$ cat src/hw/rtl/cvcl_pkg.sv
`timescale 1ns / 1ps

package cvcl_pkg;

    // Error sum width; everything that depends on it is derived below.
    localparam int ESB         = 48;
    localparam int CHUNK_BITS  = 24;
    localparam int NCH         = (ESB + CHUNK_BITS - 1) / CHUNK_BITS;
    localparam int PAD_W       = NCH * CHUNK_BITS;
    localparam int K_W         = (NCH > 1) ? $clog2(NCH) : 1;

    // Shared multiplier: 33 bit signed by 25 bit signed.
    localparam int MA_W        = 33;
    localparam int MB_W        = 25;
    localparam int MP_W        = MA_W + MB_W;

    // Integral term: the full gain times error sum product, then the term itself.
    localparam int ACC_W       = ESB + 33;
    localparam int IW          = (ESB + 1 > 42) ? ESB + 1 : 42;
    localparam int ITERM_W     = 42;
    localparam int P_W         = 25;
    localparam int RAW_W       = 43;
    localparam int IE_W        = 17;
    localparam int ADJ_W       = 41;
    localparam int ND_W        = 43;
    localparam int DUTY_W      = 33;

    localparam logic [DUTY_W-1:0] DUTY_ONE   = 33'h1_0000_0000;
    localparam logic [DUTY_W-1:0] DUTY_RESET = 33'd1430224110;

    // Register reset values.
    localparam logic signed [15:0] VT_RESET  = -16'sd3072;
    localparam logic [14:0]        LIM_RESET = 15'd1280;
    localparam logic [23:0]        KP_RESET  = 24'd3277;
    localparam logic [31:0]        KI_RESET  = 32'd85899;
    localparam logic [31:0]        KC_RESET  = 32'd12885;

    typedef enum logic [2:0] {
        REG_VOLTAGE_TARGET      = 3'd0,
        REG_CURRENT_LIMIT       = 3'd1,
        REG_VOLTAGE_PROP_GAIN   = 3'd2,
        REG_VOLTAGE_INT_GAIN_DT = 3'd3,
        REG_CURRENT_GAIN_DT     = 3'd4
    } reg_index_t;

    typedef struct packed {
        logic signed [15:0] voltage_target;
        logic [14:0]        current_limit;
        logic [23:0]        voltage_prop_gain;
        logic [31:0]        voltage_int_gain_dt;
        logic [31:0]        current_gain_dt;
    } cfg_t;

endpackage

$ cat src/hw/rtl/cvcl_mul.sv
`timescale 1ns / 1ps

module cvcl_mul (
    input  logic                                 aclk,
    input  logic signed [cvcl_pkg::MA_W-1:0]     op_a,
    input  logic signed [cvcl_pkg::MB_W-1:0]     op_b,
    output logic signed [cvcl_pkg::MP_W-1:0]     prod
);
    import cvcl_pkg::*;

    logic signed [MP_W-1:0] prod_reg;

    always_ff @(posedge aclk) begin
        prod_reg <= MP_W'(op_a) * MP_W'(op_b);
    end

    assign prod = prod_reg;

endmodule

$ cat config.mk
export PLATFORM = sky130hd
export DESIGN_NAME = cvcl_mul
export DESIGN_NICKNAME = d
export VERILOG_FILES = /design/src/hw/rtl/cvcl_pkg.sv /design/src/hw/rtl/cvcl_mul.sv
export SDC_FILE = /design/constraint.sdc
export NUM_CORES = 2
export LEC_CHECK = 0
export BUFFER_PORTS_ARGS = -buffer_cell sky130_fd_sc_hd__buf_2
export CAP_MARGIN = 20
export CORE_ASPECT_RATIO = 1.1
export CORE_MARGIN = 10
export CORE_UTILIZATION = 60
export CTS_CLUSTER_SIZE = 12
export DETAILED_ROUTE_END_ITERATION = 12
export HOLD_SLACK_MARGIN = 0.08
export PLACE_DENSITY_LB_ADDON = 0.12
export SYNTH_ARGS = -nofsm -noshare
export SYNTH_HDL_FRONTEND = slang
export SYNTH_SLANG_ARGS = --single-unit
export TNS_END_PERCENT = 30
$ cat constraint.sdc
create_clock -name aclk -period 6.8 [get_ports aclk]
set_input_delay 0.68 -clock aclk [delete_from_list [all_inputs] [get_ports aclk]]
set_output_delay 0.68 -clock aclk [all_outputs]
set_load 0.03 [all_outputs]
==> parameters.txt <==
Parameter                              Value

CTS
  Number of H-tree branching levels ... 3
  Clock root buffer master ... sky130_fd_sc_hd__clkbuf_16
  TritonCTS Buffers ... 9
  Clock tree from TritonCTS ... built
  Number of clock sinks ... 58
  Clock transition at the registers of the reported paths ... ~0.06 ns
  Clock Tree Buf Depth ... 2

Critical path
  Maximum fanout along the worst path ... 14
  Most used cell, CP ... sky130_fd_sc_hd__fa_1
  WP data required ... 7.02 ns
  Data arrival, critical path ... just under 7 ns
  Number of buffer and inverter instances along the worst setup path ... 7
  Slowest stage cell, crit path ... sky130_fd_sc_hd__fa_1
  Critical path startpoint ... op_a[17]
  Critical path startpoint category ... input port
  Levels on crit path ... 25
  CP Capture Type ... register
  Dominant delay contributor by cell family on the critical path ... adder cells
  Crit path largest cell delay ... about 0.56 ns
  Worst setup endpoint ... prod[52]$_DFF_P_
  Type of the worst setup path ... in -> reg

Route
  Detailed-route DRC error count ... 0
  Total wirelength of the detailed-routed design ... about 85 mm
  Total number of vias ... ~23000
  Drt wl/cell ... just over 20 µm
  1st-pass router iterations ... 6
  Violation count after the first detailed-route iteration ... roughly 1300
  Routed Antenna Nets ... 0
  Via count normalized by instance count ... roughly 5.4

Placement
  Final estimated routing congestion in global placement ... about 0.96
  Port-buffer cells ... roughly 120
  Placed Cells ... about 4200
  HPWL reported at the end of detailed placement ... 75.0 mm

Global route
  Largest net degree at the start of global routing ... 34
  Global-route wire length before repair ... about 140 mm
  Antenna violations before repair ... 0
  Vias in the first global route ... ~26000
  Global-route track usage on met3 ... 3.42%
  Aggregate global routing overflow ... 0
  Met2 usage ... 53.3%
  Met1 global-route usage ... 33.3%
  Overall fraction of global-route tracks in use ... 29.4%
  Grt peak-use layer ... met2

Floorplan
  Rows ... 86
  Chip Width ... between 200 and 250 µm
  Initial Utilization ... 60.5%
  Die Ht ... around 260 µm
  Die area ... 59700 µm²
  Ports placed on the boundary ... about 120
  Area of the core ... 49900 µm²

Cells and area
  Number of flip-flops under the largest register name ... 58
  Layout cell share with drive strength beyond 1 ... roughly 17%
  Relative area change from synthesis to final layout ... 16.8%
  Antenna Cells ... 0
  Final cell count without fillers ... ~4200
  Final-stage net count ... 4628

STA
  Fin crit period ... 6.67 ns
  RSZ-0062 raised after global routing ... yes
  Actual slew at the worst max-slew pin ... approximately 0.64 ns
  Maximum achievable frequency ... 150 MHz
  Max_slew headroom ... a little under three fifths
  Number of hold violations in the final report ... 0
  Period utilisation layout ... 98.1%
  Setup TNS ... 0 ns
  Max-slew violation count ... 0
  Endpoints failing setup ... 0

Synthesis
  Synth area leader ... sky130_fd_sc_hd__fa_1
  Async set or reset register ratio after synthesis ... 0%
  Number of distinct library cell variants in the gate-level netlist after synthesis ... 60
  Synthesized cell area ... ~30000 µm²
  Ranking of synthesized cells by area ... sky130_fd_sc_hd__fa_1 56%, sky130_fd_sc_hd__inv_1 9.8%, sky130_fd_sc_hd__and2_1 8.5%
  Synthesized instance count ... 3208
  Synthesized netlist net count ... 4266
  Register bit count reported by yosys ... 58
  Top-area cell type share of the netlist area ... 55.8%
  Prevailing post-synth register cell ... sky130_fd_sc_hd__dfxtp_1
  Avg Cell Area, Syn ... about 9.4 µm²
  Number of warnings reported in the yosys synthesis log ... 0
  Part of the Yosys area used for sequential elements ... between 3 and 4%
  Number of enable-type register cells in the synthesized netlist ... 0

Min path
  Hold Crit Class ... in -> reg

Run status
  Run status ... complete, no violations

Job
  Max Cap Viol ... 0
==> metal layers <==
layer  routed length, µm  part of all wire (%)  vias to the layer above
li1                    -                     -                     9933
met1               29600                    35                    11900
met2               46200                    54                      817
met3                4500                   5.3                      260
met4                5200                   6.1                        0
met5                   0                     0                        -
==> how the worst min path moves through the flow <==
stage                     startpoint               to  slack, ns  cells after the start
finish                       op_b[0]  prod[0]$_DFF_P_       0.95                      2
global route                 op_b[0]  prod[0]$_DFF_P_       0.96                      2
CTS                          op_b[0]  prod[0]$_DFF_P_       0.91                      2
detailed placement  prod[33]$_DFF_P_         prod[33]       1.12                      1
global placement    prod[37]$_DFF_P_         prod[37]       1.12                      1
floorplan                    op_a[0]  prod[0]$_DFF_P_       0.81                      1
==> Yosys cell counts (8+ instances only) <==
| cell type | instances |
|---|---|
| sky130_fd_sc_hd__nor2_1 | 57 |
| sky130_fd_sc_hd__o21ai_0 | 28 |
| sky130_fd_sc_hd__and3_1 | 8 |
| sky130_fd_sc_hd__fa_1 | 842 |
| sky130_fd_sc_hd__dfxtp_1 | 58 |
| sky130_fd_sc_hd__nand2b_1 | 11 |
| sky130_fd_sc_hd__nand4_1 | 15 |
| sky130_fd_sc_hd__xor2_1 | 15 |
| sky130_fd_sc_hd__a21oi_1 | 51 |
| sky130_fd_sc_hd__nand2_1 | 416 |
| sky130_fd_sc_hd__inv_1 | 785 |
| sky130_fd_sc_hd__xnor2_1 | 44 |
| sky130_fd_sc_hd__a211oi_1 | 8 |
| sky130_fd_sc_hd__a21o_1 | 34 |
| sky130_fd_sc_hd__and2_1 | 409 |
| sky130_fd_sc_hd__clkbuf_1 | 148 |
| sky130_fd_sc_hd__a31oi_1 | 10 |
| sky130_fd_sc_hd__nand3_1 | 16 |
| sky130_fd_sc_hd__ha_1 | 157 |
| sky130_fd_sc_hd__o21bai_1 | 15 |
==> logic make-up after synthesis <==
logic type	Yosys count	synth area share, %
fa+ha+maj	999	62.3
simple gates	954	15.8
buf+inv	944	11.9
compound gates	194	4.42
xor+xnor	59	1.71
flops	58	3.84
==> placed cells by master (no fill, tap or decap), types with 7 or more instances in the layout <==
cell / instances
sky130_fd_sc_hd__and2_1: 403
sky130_fd_sc_hd__o21ai_1: 9
sky130_fd_sc_hd__xnor2_1: 43
sky130_fd_sc_hd__o21bai_1: 14
sky130_fd_sc_hd__dfxtp_1: 58
sky130_fd_sc_hd__a21oi_1: 35
sky130_fd_sc_hd__buf_6: 30
sky130_fd_sc_hd__buf_2: 79
sky130_fd_sc_hd__clkbuf_4: 19
sky130_fd_sc_hd__o211ai_1: 7
sky130_fd_sc_hd__a21oi_2: 14
sky130_fd_sc_hd__nand3_1: 16
sky130_fd_sc_hd__fa_1: 826
sky130_fd_sc_hd__buf_4: 340
sky130_fd_sc_hd__and3_1: 7
sky130_fd_sc_hd__ha_4: 11
sky130_fd_sc_hd__clkbuf_16: 12
sky130_fd_sc_hd__nor2_1: 55
sky130_fd_sc_hd__inv_2: 8
sky130_fd_sc_hd__xor2_1: 15
sky130_fd_sc_hd__buf_12: 33
sky130_fd_sc_hd__nand2b_1: 11
sky130_fd_sc_hd__inv_1: 778
sky130_fd_sc_hd__o21ai_0: 19
sky130_fd_sc_hd__a31oi_1: 9
sky130_fd_sc_hd__a21o_1: 34
sky130_fd_sc_hd__fa_2: 16
sky130_fd_sc_hd__nand4_1: 15
sky130_fd_sc_hd__nand2_1: 415
sky130_fd_sc_hd__ha_1: 143
==> area by class of cell <==
cell class	instances	area, µm²
Sequential cell	58	1160
Clock buffer	11	243
Clock inverter	4	28.8
Timing Repair Buffer	509	4240
Fill cell	3922	14600
Multi-Input combinational cell	2206	25800
Inverter	786	2950
Tap cell	660	826
==> per-stage QoR <==
stage | area, µm² | hold slack, ns | setup slack (ns) | utilization, %
finish | 35300 | 0.950 | 0.126 | 70.7
global route | 35300 | 0.957 | -0.0546 | 70.7
CTS | 34500 | 0.910 | 0.000751 | 69.0
detailed placement | 34100 | 1.12 | -0.572 | 68.4
global placement | 34100 | 1.12 | -0.496 | 68.4
floorplan | 30200 | 0.807 | 0.0101 | -
==> what timing repair did <==
action                     in CTS  in global routing
setup buffers                   1                 17
setup endpoints to repair      14                 28
resized for setup              12                171
hold buffers                    0                  0
pin swaps                       1                 60
cloned                          0                  3
Power is not shown: default switching activity piles up to over one toggle a cycle in this logic, so the estimate is an artifact.
