### config.mk
export PLATFORM = sky130hd
export DESIGN_NAME = cvcl_regs
export DESIGN_NICKNAME = d
export VERILOG_FILES = /design/src/hw/rtl/cvcl_pkg.sv /design/src/hw/rtl/cvcl_regs.sv
export SDC_FILE = /design/constraint.sdc
export NUM_CORES = 1
export LEC_CHECK = 0
export BUFFER_PORTS_ARGS = -buffer_cell sky130_fd_sc_hd__buf_2
export CAP_MARGIN = 20
export CELL_PAD_IN_SITES_DETAIL_PLACEMENT = 0
export CELL_PAD_IN_SITES_GLOBAL_PLACEMENT = 1
export CORE_MARGIN = 1
export CORE_UTILIZATION = 39
export CTS_BUF_LIST = sky130_fd_sc_hd__clkbuf_8
export DETAILED_ROUTE_END_ITERATION = 8
export MAX_ROUTING_LAYER = met4
export PLACE_DENSITY_LB_ADDON = 0.15
export SYNTH_ARGS = -nofsm -noshare
export SYNTH_HDL_FRONTEND = slang
export SYNTH_SLANG_ARGS = --single-unit
export TNS_END_PERCENT = 5
### constraint.sdc
create_clock -name aclk -period 1.45 [get_ports aclk]
set_input_delay 0.29 -clock aclk [delete_from_list [all_inputs] [get_ports aclk]]
set_output_delay 0.29 -clock aclk [all_outputs]
set_load 0.005 [all_outputs]
### src/hw/rtl/cvcl_pkg.sv
`timescale 1ns / 1ps

package cvcl_pkg;

    // Error sum width; everything that depends on it is derived below.
    localparam int ESB         = 48;
    localparam int CHUNK_BITS  = 24;
    localparam int NCH         = (ESB + CHUNK_BITS - 1) / CHUNK_BITS;
    localparam int PAD_W       = NCH * CHUNK_BITS;
    localparam int K_W         = (NCH > 1) ? $clog2(NCH) : 1;

    // Shared multiplier: 33 bit signed by 25 bit signed.
    localparam int MA_W        = 33;
    localparam int MB_W        = 25;
    localparam int MP_W        = MA_W + MB_W;

    // Integral term: the full gain times error sum product, then the term itself.
    localparam int ACC_W       = ESB + 33;
    localparam int IW          = (ESB + 1 > 42) ? ESB + 1 : 42;
    localparam int ITERM_W     = 42;
    localparam int P_W         = 25;
    localparam int RAW_W       = 43;
    localparam int IE_W        = 17;
    localparam int ADJ_W       = 41;
    localparam int ND_W        = 43;
    localparam int DUTY_W      = 33;

    localparam logic [DUTY_W-1:0] DUTY_ONE   = 33'h1_0000_0000;
    localparam logic [DUTY_W-1:0] DUTY_RESET = 33'd1430224110;

    // Register reset values.
    localparam logic signed [15:0] VT_RESET  = -16'sd3072;
    localparam logic [14:0]        LIM_RESET = 15'd1280;
    localparam logic [23:0]        KP_RESET  = 24'd3277;
    localparam logic [31:0]        KI_RESET  = 32'd85899;
    localparam logic [31:0]        KC_RESET  = 32'd12885;

    typedef enum logic [2:0] {
        REG_VOLTAGE_TARGET      = 3'd0,
        REG_CURRENT_LIMIT       = 3'd1,
        REG_VOLTAGE_PROP_GAIN   = 3'd2,
        REG_VOLTAGE_INT_GAIN_DT = 3'd3,
        REG_CURRENT_GAIN_DT     = 3'd4
    } reg_index_t;

    typedef struct packed {
        logic signed [15:0] voltage_target;
        logic [14:0]        current_limit;
        logic [23:0]        voltage_prop_gain;
        logic [31:0]        voltage_int_gain_dt;
        logic [31:0]        current_gain_dt;
    } cfg_t;

endpackage

### src/hw/rtl/cvcl_regs.sv
`timescale 1ns / 1ps

module cvcl_regs (
    input  logic            aclk,
    input  logic            aresetn,
    input  logic            cfg_we,
    input  logic [2:0]      cfg_index,
    input  logic [31:0]     cfg_data,
    output cvcl_pkg::cfg_t  cfg
);
    import cvcl_pkg::*;

    cfg_t cfg_reg;

    always_ff @(posedge aclk) begin
        if (!aresetn) begin
            cfg_reg.voltage_target      <= VT_RESET;
            cfg_reg.current_limit       <= LIM_RESET;
            cfg_reg.voltage_prop_gain   <= KP_RESET;
            cfg_reg.voltage_int_gain_dt <= KI_RESET;
            cfg_reg.current_gain_dt     <= KC_RESET;
        end else if (cfg_we) begin
            case (cfg_index)
                REG_VOLTAGE_TARGET:      cfg_reg.voltage_target      <= signed'(cfg_data[15:0]);
                REG_CURRENT_LIMIT:       cfg_reg.current_limit       <= cfg_data[14:0];
                REG_VOLTAGE_PROP_GAIN:   cfg_reg.voltage_prop_gain   <= cfg_data[23:0];
                REG_VOLTAGE_INT_GAIN_DT: cfg_reg.voltage_int_gain_dt <= cfg_data;
                REG_CURRENT_GAIN_DT:     cfg_reg.current_gain_dt     <= cfg_data;
                default: begin
                    // Writes to unused indexes are dropped.
                end
            endcase
        end
    end

    assign cfg = cfg_reg;

endmodule

==> impl.org, run 1 <==
** Outcome
- Outcome :: completed

** Clock tree
- TritonCTS built the clock tree.
- Worst-skew pair later-pin latency :: 0.42 ns
- For this design, the CTS-stage hold fixing added 0 buffers.
- The tree is rooted in a sky130_fd_sc_hd__clkbuf_8.
- Counting every sink on the clock net gives 119.
- In this run the deepest clock path goes through 2 buffers.
- Clock slew at reported path FFs :: 0.08 ns
- Buffers inserted during clock tree synthesis total 17.
- # resized after CTS :: 0
- Setup repair bufs after CTS :: 0
- Clock H-tree levels :: 4

** STA
- Remaining max-slew budget at the tightest pin :: 75.95%
- The worst path uses 82.82% of the clock period.
- The routed design could run at a clock period as short as 1.201 ns.
- For this run, the top clock speed supported by timing is 0.8327 GHz.
- At the pin with the least slew margin, the transition time is 0.3600 ns.
- Total Neg Setup Slack :: 0 ns
- Final Hold Viols :: 0
- RSZ-0062 raised after global routing :: false
- Setup ws final :: 0.2491 ns
- Final setup skew :: 0 ns
- Count of endpoints failing setup in the final report :: 0
- Pins Over Slew Limit :: 0

** Yosys
- In this run, synthesis produced a sequential element count of 119.
- For this run, the number of Yosys warnings is 0.
- In this run the cell area of the synthesized design comes to 4591 um^2.
- sky130_fd_sc_hd__dfxtp_1 takes more of the synthesized area than any other cell.
- The synthesized design devotes to its leading area cell type 51.89% of total area.
- Sequential share of the synthesized area :: 51.89%
- Avg Inst Size Synth :: 10.32 um^2
- After synthesis, the cell types taking the most area are sky130_fd_sc_hd__dfxtp_1 52%, sky130_fd_sc_hd__mux2i_1 26%, sky130_fd_sc_hd__nand2_1 9.8%.
- Counting every net in the synthesized netlist gives 483.
- Post-synthesis cell type count :: 16
- In the synthesized netlist, the number of instances is 445.

** Setup path
- The critical path goes through buf_2.
- Crit-path slowest cell :: sky130_fd_sc_hd__dfxtp_1
- The worst setup path is of the reg2out kind.
- The kind of cell with the highest combined delay along the critical path is flip-flops.
- STA classifies the critical path endpoint as a primary output.
- STA classifies the critical path startpoint as a flop.
- Together, buffers and inverters on the worst path number 1.
- CP Data Arrival Time :: 0.91 ns
- Required @ worst endpoint :: 1.16 ns
- Highest net fanout along the worst path :: 2
- For this run, the slowest stage of the critical path takes 0.36 ns.

** Power
- Leak pwr :: 2.935 nW
- Dividing total power by cell area gives a power density of 1103 nW/um^2.
- VDD sags by at most 0.5328 mV.

** Cells and area
- Summing all multi-input logic gate instances after layout gives 2069 um^2.
- Post-Route Utilization :: 53.06%
- From synthesis to final layout, the design area changed by 32.54%.
- Number of flip-flops under the largest register name :: 119
- In the layout the commonest cells are 155 x sky130_fd_sc_hd__buf_2, 120 x sky130_fd_sc_hd__nand2_1, 119 x sky130_fd_sc_hd__mux2i_1, 119 x sky130_fd_sc_hd__dfxtp_1, 47 x sky130_fd_sc_hd__nor2b_1.
- Net count of the finished layout :: 652
- Area taken by flip-flops and latches :: 2382 um^2
- The library cell used most frequently in the layout, excluding fill and tap cells, is sky130_fd_sc_hd__buf_2.
- The number of antenna diodes in the final layout is 0.
- Filler cells :: 1063
- The post-route netlist has 34.93% of its cells at a drive strength greater than 1.

** Placement
- Detailed placement HPWL :: 7902 um
- The congestion estimate from routability-driven global placement came to 0.7437.
- The count of buffers added on input and output ports is 156.
- At the placement stage, the worst setup path has a slack of -0.02245 ns.

** Global route
- Pin count of the biggest net entering global routing :: 37
- After global routing the overflow that remains totals 0.
- GRT Util Overall :: 19.49%
- The number of antenna violations at the first check in global routing was 0.
- The number of global-route vias before repair came to 3465.
- The first global-routing pass estimated 17930 um of wire.

** Floorplan
- Top-Level Pins :: 157
- Chip height :: 110.5 um
- Die width :: 110.5 um
- The region available for standard cell placement spans 11470 um^2.
- Effective utilization at floorplan :: 40.03%
- Die Area :: 12210 um^2
- In this run the core area contains 39 standard-cell rows.

** Route
- Routed wire length per instance :: 14.71 um
- After detailed routing, the number of remaining DRC violations is 0.
- First drt pass iteration count :: 4
- Vias per std cell :: 4.664
- Via count :: 3591
- The detail route stage leaves a number of antenna-violating nets equal to 0.
- Initial DRC count :: 93
- Total wire length after detailed routing :: 11330 um

** Run
- Max-cap violations in this run came to 0.

** Worst hold path
- In this run the worst hold path is classified as in2reg.
routing by layer:
layer  wire length (um)  up-vias  global-route usage (%)
met2               5249       98                   30.06
met4                136        0                   8.000
met5                  0        -                       -
met1               5356     1673                   23.99
met3                584       13                   5.434
li1                   -     1807                       -
cell usage after synthesis:
| master | n |
|---|---|
| sky130_fd_sc_hd__and4b_1 | 1 |
| sky130_fd_sc_hd__and4bb_2 | 1 |
| sky130_fd_sc_hd__buf_1 | 6 |
| sky130_fd_sc_hd__buf_2 | 3 |
| sky130_fd_sc_hd__buf_4 | 8 |
| sky130_fd_sc_hd__buf_6 | 3 |
| sky130_fd_sc_hd__clkbuf_1 | 12 |
| sky130_fd_sc_hd__dfxtp_1 | 119 |
| sky130_fd_sc_hd__mux2i_1 | 119 |
| sky130_fd_sc_hd__nand2_1 | 120 |
| sky130_fd_sc_hd__nand4b_1 | 1 |
| sky130_fd_sc_hd__nand4bb_1 | 1 |
| sky130_fd_sc_hd__nor2b_1 | 47 |
| sky130_fd_sc_hd__nor4b_4 | 1 |
| sky130_fd_sc_hd__nor4bb_1 | 2 |
| sky130_fd_sc_hd__or4b_1 | 1 |
worst paths after layout:
path / from / endpoint / slack, ns / depth (start not counted)
max: cfg[98] / cfg[98] / 0.25 / 1
min: cfg_data[10] / cfg[10] / 0.13 / 3
max reg2reg: cfg[35] / cfg[35] / 0.81 / 2
min reg2reg: cfg[102] / cfg[102] / 0.46 / 2
final cells by class:
class | instances | share of cell area [%]
tap | 143 | 2.941
timing repair buffer | 182 | 17.73
multi-input combinational | 294 | 34.01
clock buffer | 18 | 4.072
sequential | 119 | 39.15
clock inverter | 14 | 2.097
through the flow:
stage	instances	total power [mW]	instance area (um^2)	hold slack [ns]
3_5_place_dp	738	3.972	5709	0.4441
2_1_floorplan	445	3.713	4591	0.4321
3_3_place_gp	738	3.961	5709	0.4389
4_1_cts	770	6.823	6085	0.08677
6_report	770	6.709	6085	0.1257
5_1_grt	770	7.006	6085	0.1028
kinds of logic (layout without fill, tap and decap cells):
kind of cell | after synthesis | count (layout) | synth area share [%]
flops | 119 | 119 | 51.89
buf+inv | 32 | 214 | 3.843
mux | 119 | 119 | 25.95
simple gates | 175 | 175 | 18.32
where the power goes:
group,leakage (nW),total (mW),internal (mW),switching (mW)
clock,0.181,2.82,1.41,1.41
sequential,0.964,3.38,3.34,0.0354
combinational,1.79,0.515,0.247,0.268
total,2.93,6.71,4.99,1.72
Power figures use the tool's default switching activity.
==> run 2, diff against run 1 <==
- clock period: 1.45 -> 1.2 ns (I/O delays scaled with it)
==> run 2 against run 1 <==
Against the previous run:
- non-clock buffer count decreased by 1
- count of clock-buffer cells in the layout unchanged
- sequential share of layout area decreased by 0.31 points
==> impl.org, run 2 (synthesis gave the netlist of run 1 again) <==
** Outcome
- Outcome :: completed

** Setup path
- Of all nets on the critical path, the largest fanout is 2.
- On the critical path, the stage with the largest delay is an instance of sky130_fd_sc_hd__dfxtp_1.
- Critical Path, Cell by Cell :: buf_2
- Required @ worst endpoint :: 0.96 ns
- Category of cells accounting for the largest share of critical-path delay :: flip-flops
- WP buf/inv :: 1
- Largest stage delay on the critical path :: 0.36 ns
- STA classifies the critical path startpoint as a flop.
- Critical path start-end classification :: reg2out
- Type of destination of the critical path :: primary output
- CP Data Arrival Time :: 0.91 ns

** Cells and area
- Layout overhead on the synthesized area :: 33.80%
- Number of flip-flops under the largest register name :: 119
- The number of antenna diodes in the final layout is 0.
- Area taken by flip-flops and latches :: 2386 um^2
- Leading cell type in the layout, fill and taps excluded :: sky130_fd_sc_hd__buf_2
- Commonest cells after routing, fill and taps aside :: 155 x sky130_fd_sc_hd__buf_2, 120 x sky130_fd_sc_hd__nand2_1, 119 x sky130_fd_sc_hd__mux2i_1
- Share of final-layout standard cells stronger than drive strength 1 :: 35.14%
- Net count of the finished layout :: 651
- In the final layout, the multi-input gates occupy 2069 um^2.
- The filler cells instantiated in the layout total 1040.

** Floorplan
- Number of standard-cell rows in the floorplan :: 39
- Measured along the y axis, the die boundary spans 110.5 um.
- The die covers 12210 um^2.
- Pin placement for this block handled 157 I/O pins.
- The die is 110.5 um wide.
- For this configuration, the core starts out at a cell density of 40.03%.
- Placeable core region :: 11470 um^2

** Route
- Via count :: 3576
- Total wire length after detailed routing :: 11260 um
- Initial DRC count :: 114
- The first detailed-routing pass took 4 iterations.
- In this run the remaining antenna-violating nets after routing total 0.
- In the routed design, unresolved DRC markers number 0.
- Routed wire length per instance :: 14.64 um
- Vias per std cell :: 4.650

** Placement
- Detailed placement finished with a half-perimeter wire length of 7965 um.
- Routability-driven placement finished with a final weighted congestion of 0.7488.
- IO buf count :: 156

** STA
- Total Neg Setup Slack :: 0 ns
- Max Clk Rate :: 0.8693 GHz
- Hold_ws :: 0.07950 ns
- Headroom to the max-slew limit came out at 82.17%.
- Measured slew at the worst slew-check pin :: 0.2669 ns
- The final number of hold-violating endpoints is 0.
- Fin crit share :: 95.87%
- Period minus WS final :: 1.150 ns
- Setup repair after global routing left no endpoint under its margin.
- Pins Over Slew Limit :: 0
- Final setup skew :: 0 ns
- Count of endpoints failing setup in the final report :: 0

** Global route
- Entering global routing, the biggest net connects 35 pins.
- GRT Util Overall :: 19.72%
- Summed over all layers, the global routing overflow is 0.
- Number of antenna violations at the first check in global routing :: 0
- Wire length of the first global-routing pass :: 18460 um
- Number of global-route vias before repair :: 3646

** Clock tree
- Root buffer cell :: sky130_fd_sc_hd__clkbuf_8
- Buffers inserted to repair hold after CTS numbered 0.
- Clock-pin slew was measured on the worst setup and hold paths at 0.08 ns.
- For the worst-skew pair, the clock arrives at the later sink with an insertion delay of 0.42 ns.
- Setup repair bufs after CTS :: 0
- The H-tree was split into 4 levels.
- The number of clock buffers added by TritonCTS is 17.
- TritonCTS built the clock tree.
- Clk sinks :: 119
- Maximum buffer depth of the clock tree :: 2

** Run
- MaxCap Viol Count :: 0

** Worst hold path
- The tightest min-delay check is of the in2reg type.

** Power
- In this run the power density over the cells is 1390 nW/um^2.
- For this design the static power due to leakage is 2.952 nW.
- The design draws 8.535 mW.
- IR drop worst, VDD :: 0.7239 mV
[run 2: cell count changes in the layout (fill, tap and decap cells not counted), moves of 2 or more]
cell | before | now
sky130_fd_sc_hd__dfxtp_2 | 0 | 3
sky130_fd_sc_hd__clkinv_2 | 3 | 0
sky130_fd_sc_hd__buf_4 | 19 | 17
sky130_fd_sc_hd__dfxtp_1 | 119 | 116
sky130_fd_sc_hd__bufinv_16 | 1 | 3
[run 2: where the power goes]
part | leakage, nW | total (mW) | internal [mW] | switching, mW
clock network | 0.203 | 3.83 | 2.12 | 1.71
logic | 1.78 | 0.625 | 0.303 | 0.323
registers | 0.964 | 4.08 | 4.04 | 0.0433
[run 2: through the flow]
step                worst slack [ns]  util [%]  std cells  cell area (um^2)
finish                       0.04962     53.56        769              6142
global route                0.003244     53.56        769              6142
CTS                          0.02084     53.53        769              6138
detailed placement           -0.1447     49.83        737              5714
global placement             -0.1399     49.83        737              5714
floorplan                    0.03428         -        445              4591
[run 2: repair_timing]
| item | in CTS | in global routing |
|---|---|---|
| hold endpoints to repair | 0 | 0 |
| gates resized for setup | 0 | 3 |
| endpoints found under the setup margin | 0 | 3 |
[run 2: worst register-to-register path, stage by stage, from the launching register on]
cell and delay (ns):
sky130_fd_sc_hd__dfxtp_1 0.32, sky130_fd_sc_hd__nor2b_1 0.12, sky130_fd_sc_hd__mux2i_1 0.08
[run 2: final cells by class]
class                      instances  share of cell area [%]
clock inverter                    14                   2.872
multi-input combinational        294                   33.69
sequential                       119                   38.85
timing repair buffer             181                   17.64
tap                              143                   2.913
clock buffer                      18                   4.033
[run 2: path summary, 6_finish.rpt]
kind	slack, ns	startpoint	cells past startpoint	to
worst max-delay path	0.05	cfg[10]	1	cfg[10]
worst max register to register	0.56	cfg[66]	2	cfg[66]
worst min register to register	0.45	cfg[79]	2	cfg[79]
worst min-delay path	0.08	cfg_data[26]	3	cfg[26]
[run 2: layer usage]
layer  routed length, um  global-route usage [%]
met5                   0                       -
met3                 530                   5.049
met2                5310                   31.80
met4                 150                   7.733
met1                5269                   23.56
==> run 3, diff against run 2 <==
- BUFFER_PORTS_ARGS: -buffer_cell sky130_fd_sc_hd__buf_2 -> unset
- CORE_UTILIZATION: 39 -> 49
- DONT_BUFFER_PORTS: unset -> 1
- REMOVE_ABC_BUFFERS: unset -> 1
==> run 3 against run 2 <==
Against the previous run:
- non-clock buffer count decreased by 96
- combinational power decreased by 31%
- register-to-register slack got worse by 0.52 ns
- hold slack got worse by 0.070 ns
- via count decreased by 7.3%
- sequential share of layout area increased by 1.9 points
- power decreased by 2.8%
- first-iteration DRC count decreased by 50%
- critical path type is now reg2reg
==> impl.org, run 3 (synthesis gave the netlist of run 1 again) <==
** Outcome
- The run finished with clean final reports.

** STA
- Max Clk Rate :: 0.8599 GHz
- Final Hold Viols :: 0
- Count of endpoints failing setup in the final report :: 0
- For the finished layout, the period the worst path requires is 1.163 ns.
- Total Neg Setup Slack :: 0 ns
- Remaining max-slew budget at the tightest pin :: 81.70%
- On the final layout, the worst clock skew is 0 ns.
- The tightest hold path in the finished design has a slack of 0.009193 ns.
- The final number of max-transition violations came to 0.
- Dividing the final minimum period by the clock period gives 96.92%.
- Measured slew at the worst slew-check pin :: 0.2708 ns

** Floorplan
- Placeable core region :: 8891 um^2
- For this configuration, the core starts out at a cell density of 51.63%.
- After floorplanning, the core was divided into 34 placement rows.
- The die covers 9759 um^2.
- Chip height :: 98.79 um
- 157 I/O pins were placed.
- From left edge to right edge, the die measures 98.79 um.

** Cells and area
- Net count of the finished layout :: 555
- Layout overhead on the synthesized area :: 29.95%
- Area of combinational cells with multiple inputs :: 2052 um^2
- Leading cell type in the layout, fill and taps excluded :: sky130_fd_sc_hd__nand2_1
- The layout has 722 filler cells.
- Non-filler cells in the finished layout :: 637
- Area taken by flip-flops and latches :: 2429 um^2
- Diodes inserted :: 0
- The register with the most flip-flops in the layout has 119 of them.
- Share of final-layout standard cells stronger than drive strength 1 :: 15.12%
- In the layout the commonest cells are 120 x sky130_fd_sc_hd__nand2_1, 119 x sky130_fd_sc_hd__mux2i_1, 82 x sky130_fd_sc_hd__dfxtp_1.

** Setup path
- FF-to-FF path depth :: 3
- Of all nets on the critical path, the largest fanout is 2.
- Among all stages on the critical path, the largest delay is contributed by sky130_fd_sc_hd__dlygate4sd3_1.
- Among cell families on the critical path, the largest total delay comes from buffers and inverters.
- Worst r2r src :: cfg[49]
- The largest single stage delay on the critical path is 0.56 ns.
- Data arrives at the worst endpoint at 1.51 ns.
- Worst R2R End :: cfg[49]
- Critical Path, Cell by Cell :: nand2_1 > dlygate4sd3_1 > mux2i_1
- Type of destination of the critical path :: flop
- Reg2Reg Setup Slack :: 0.04 ns
- The critical path is of the reg2reg type.
- STA classifies the critical path startpoint as a flop.
- Number of gates on the worst path with buffers counted :: 3
- WP buf/inv :: 1
- Data on the critical path is required at its endpoint by 1.55 ns.

** Worst hold path
- In this run the most critical hold path is launched from cfg_data[1].
- In this run the worst hold path is classified as in2reg.
- Counting instances, the worst hold path has a depth of 2.
- Worst hold path endpoint :: cfg[33]

** Clock tree
- Counting along the longest clock path gives a buffer depth of 2.
- The root buffer cell chosen for the clock tree is sky130_fd_sc_hd__clkbuf_8.
- Worst-skew pair later-pin latency :: 0.41 ns
- Setup repair bufs after CTS :: 0
- Clock H-tree levels :: 4
- TritonCTS built the clock tree.
- Cts bufs inserted :: 17
- Clock tree synthesis found a total of 119 sinks.
- Clock slew at reported path FFs :: 0.07 ns

** Route
- Routed wire length per instance :: 17.40 um
- Number of DRC violations after detailed routing :: 0
- The detailed router placed 3314 vias in this run.
- Total wire length after detailed routing :: 11080 um
- The first routing iteration left 57 violations.
- First drt pass iteration count :: 4
- Vias per std cell :: 5.203
- Post-route ant nets :: 0

** Placement
- Placed Instances :: 530
- In this run the tool buffered the top-level ports with 0 buffer cells.
- Detailed placement HPWL :: 6298 um
- Final weighted congestion in routability-driven placement :: 0.8269

** Global route
- Global routing consumed, over all layers together, 23.93% of the routing resources.
- Remaining global-route overflow :: 0
- Number of global-route vias before repair :: 3424
- Entering global routing, the biggest net connects 132 pins.
- The first global-routing pass estimated 17400 um of wire.
- Number of antenna violations at the first check in global routing :: 0

** Power
- IR drop worst, VDD :: 0.7385 mV
- Leak pwr :: 2.397 nW
- Power density relative to cell area :: 1390 nW/um^2

** Run
- MaxCap Viol Count :: 0
run 3: where the power goes:
part / internal (mW) / switching [mW]
sequential: 4.04 / 0.0739
clock: 2.24 / 1.50
combinational: 0.244 / 0.189
total: 6.53 / 1.76
run 3: area by class of cell:
class | count | share of cell area (%)
Clock inverter | 10 | 2.139
Tap cell | 108 | 2.265
Timing Repair Buffer | 85 | 15.65
Sequential cell | 119 | 40.71
Multi-Input combinational cell | 294 | 34.40
Clock buffer | 21 | 4.845
run 3: what timing repair did:
action | 4_1_cts | 5_1_grt
endpoints found under the hold margin | 96 | 2
setup endpoints to repair | 0 | 37
hold buffers | 75 | 2
gates resized for setup | 0 | 45
run 3: metal layers:
layer	track usage [%]	vias up	part of all wire (%)
met5	-	-	0
met4	8.955	0	1.4
met3	7.447	12	6.9
met2	39.97	111	50
met1	26.82	1579	42
li1	-	1612	-
run 3: stage by stage:
| stage | utilization [%] | power [mW] | area, um^2 | setup WS [ns] |
|---|---|---|---|---|
| CTS | 66.24 | 8.367 | 5889 | 0.03015 |
| floorplan | - | 4.414 | 4414 | -1.600 |
| global placement | 53.00 | 4.499 | 4712 | -0.03606 |
| finish | 67.10 | 8.292 | 5966 | 0.03701 |
| detailed placement | 53.00 | 4.509 | 4712 | -0.02850 |
| global route | 67.10 | 8.615 | 5966 | -0.00005929 |
run 3: worst register-to-register path, stage by stage (launching register included):
cell and delay, ns:
sky130_fd_sc_hd__dfxtp_1 0.36, sky130_fd_sc_hd__nand2_1 0.07, sky130_fd_sc_hd__dlygate4sd3_1 0.56, sky130_fd_sc_hd__mux2i_1 0.12
run 3: worst max-delay path by stage:
stage                            start  endpoint  slack (ns)
final                          cfg[49]   cfg[49]        0.04
after floorplan           cfg_index[2]  cfg[100]       -1.60
after detailed placement  cfg_index[0]  cfg[113]       -0.03
after CTS                      cfg[89]   cfg[89]        0.03
after global routing           cfg[49]   cfg[49]    -0.00006
after global placement    cfg_index[0]  cfg[113]       -0.04
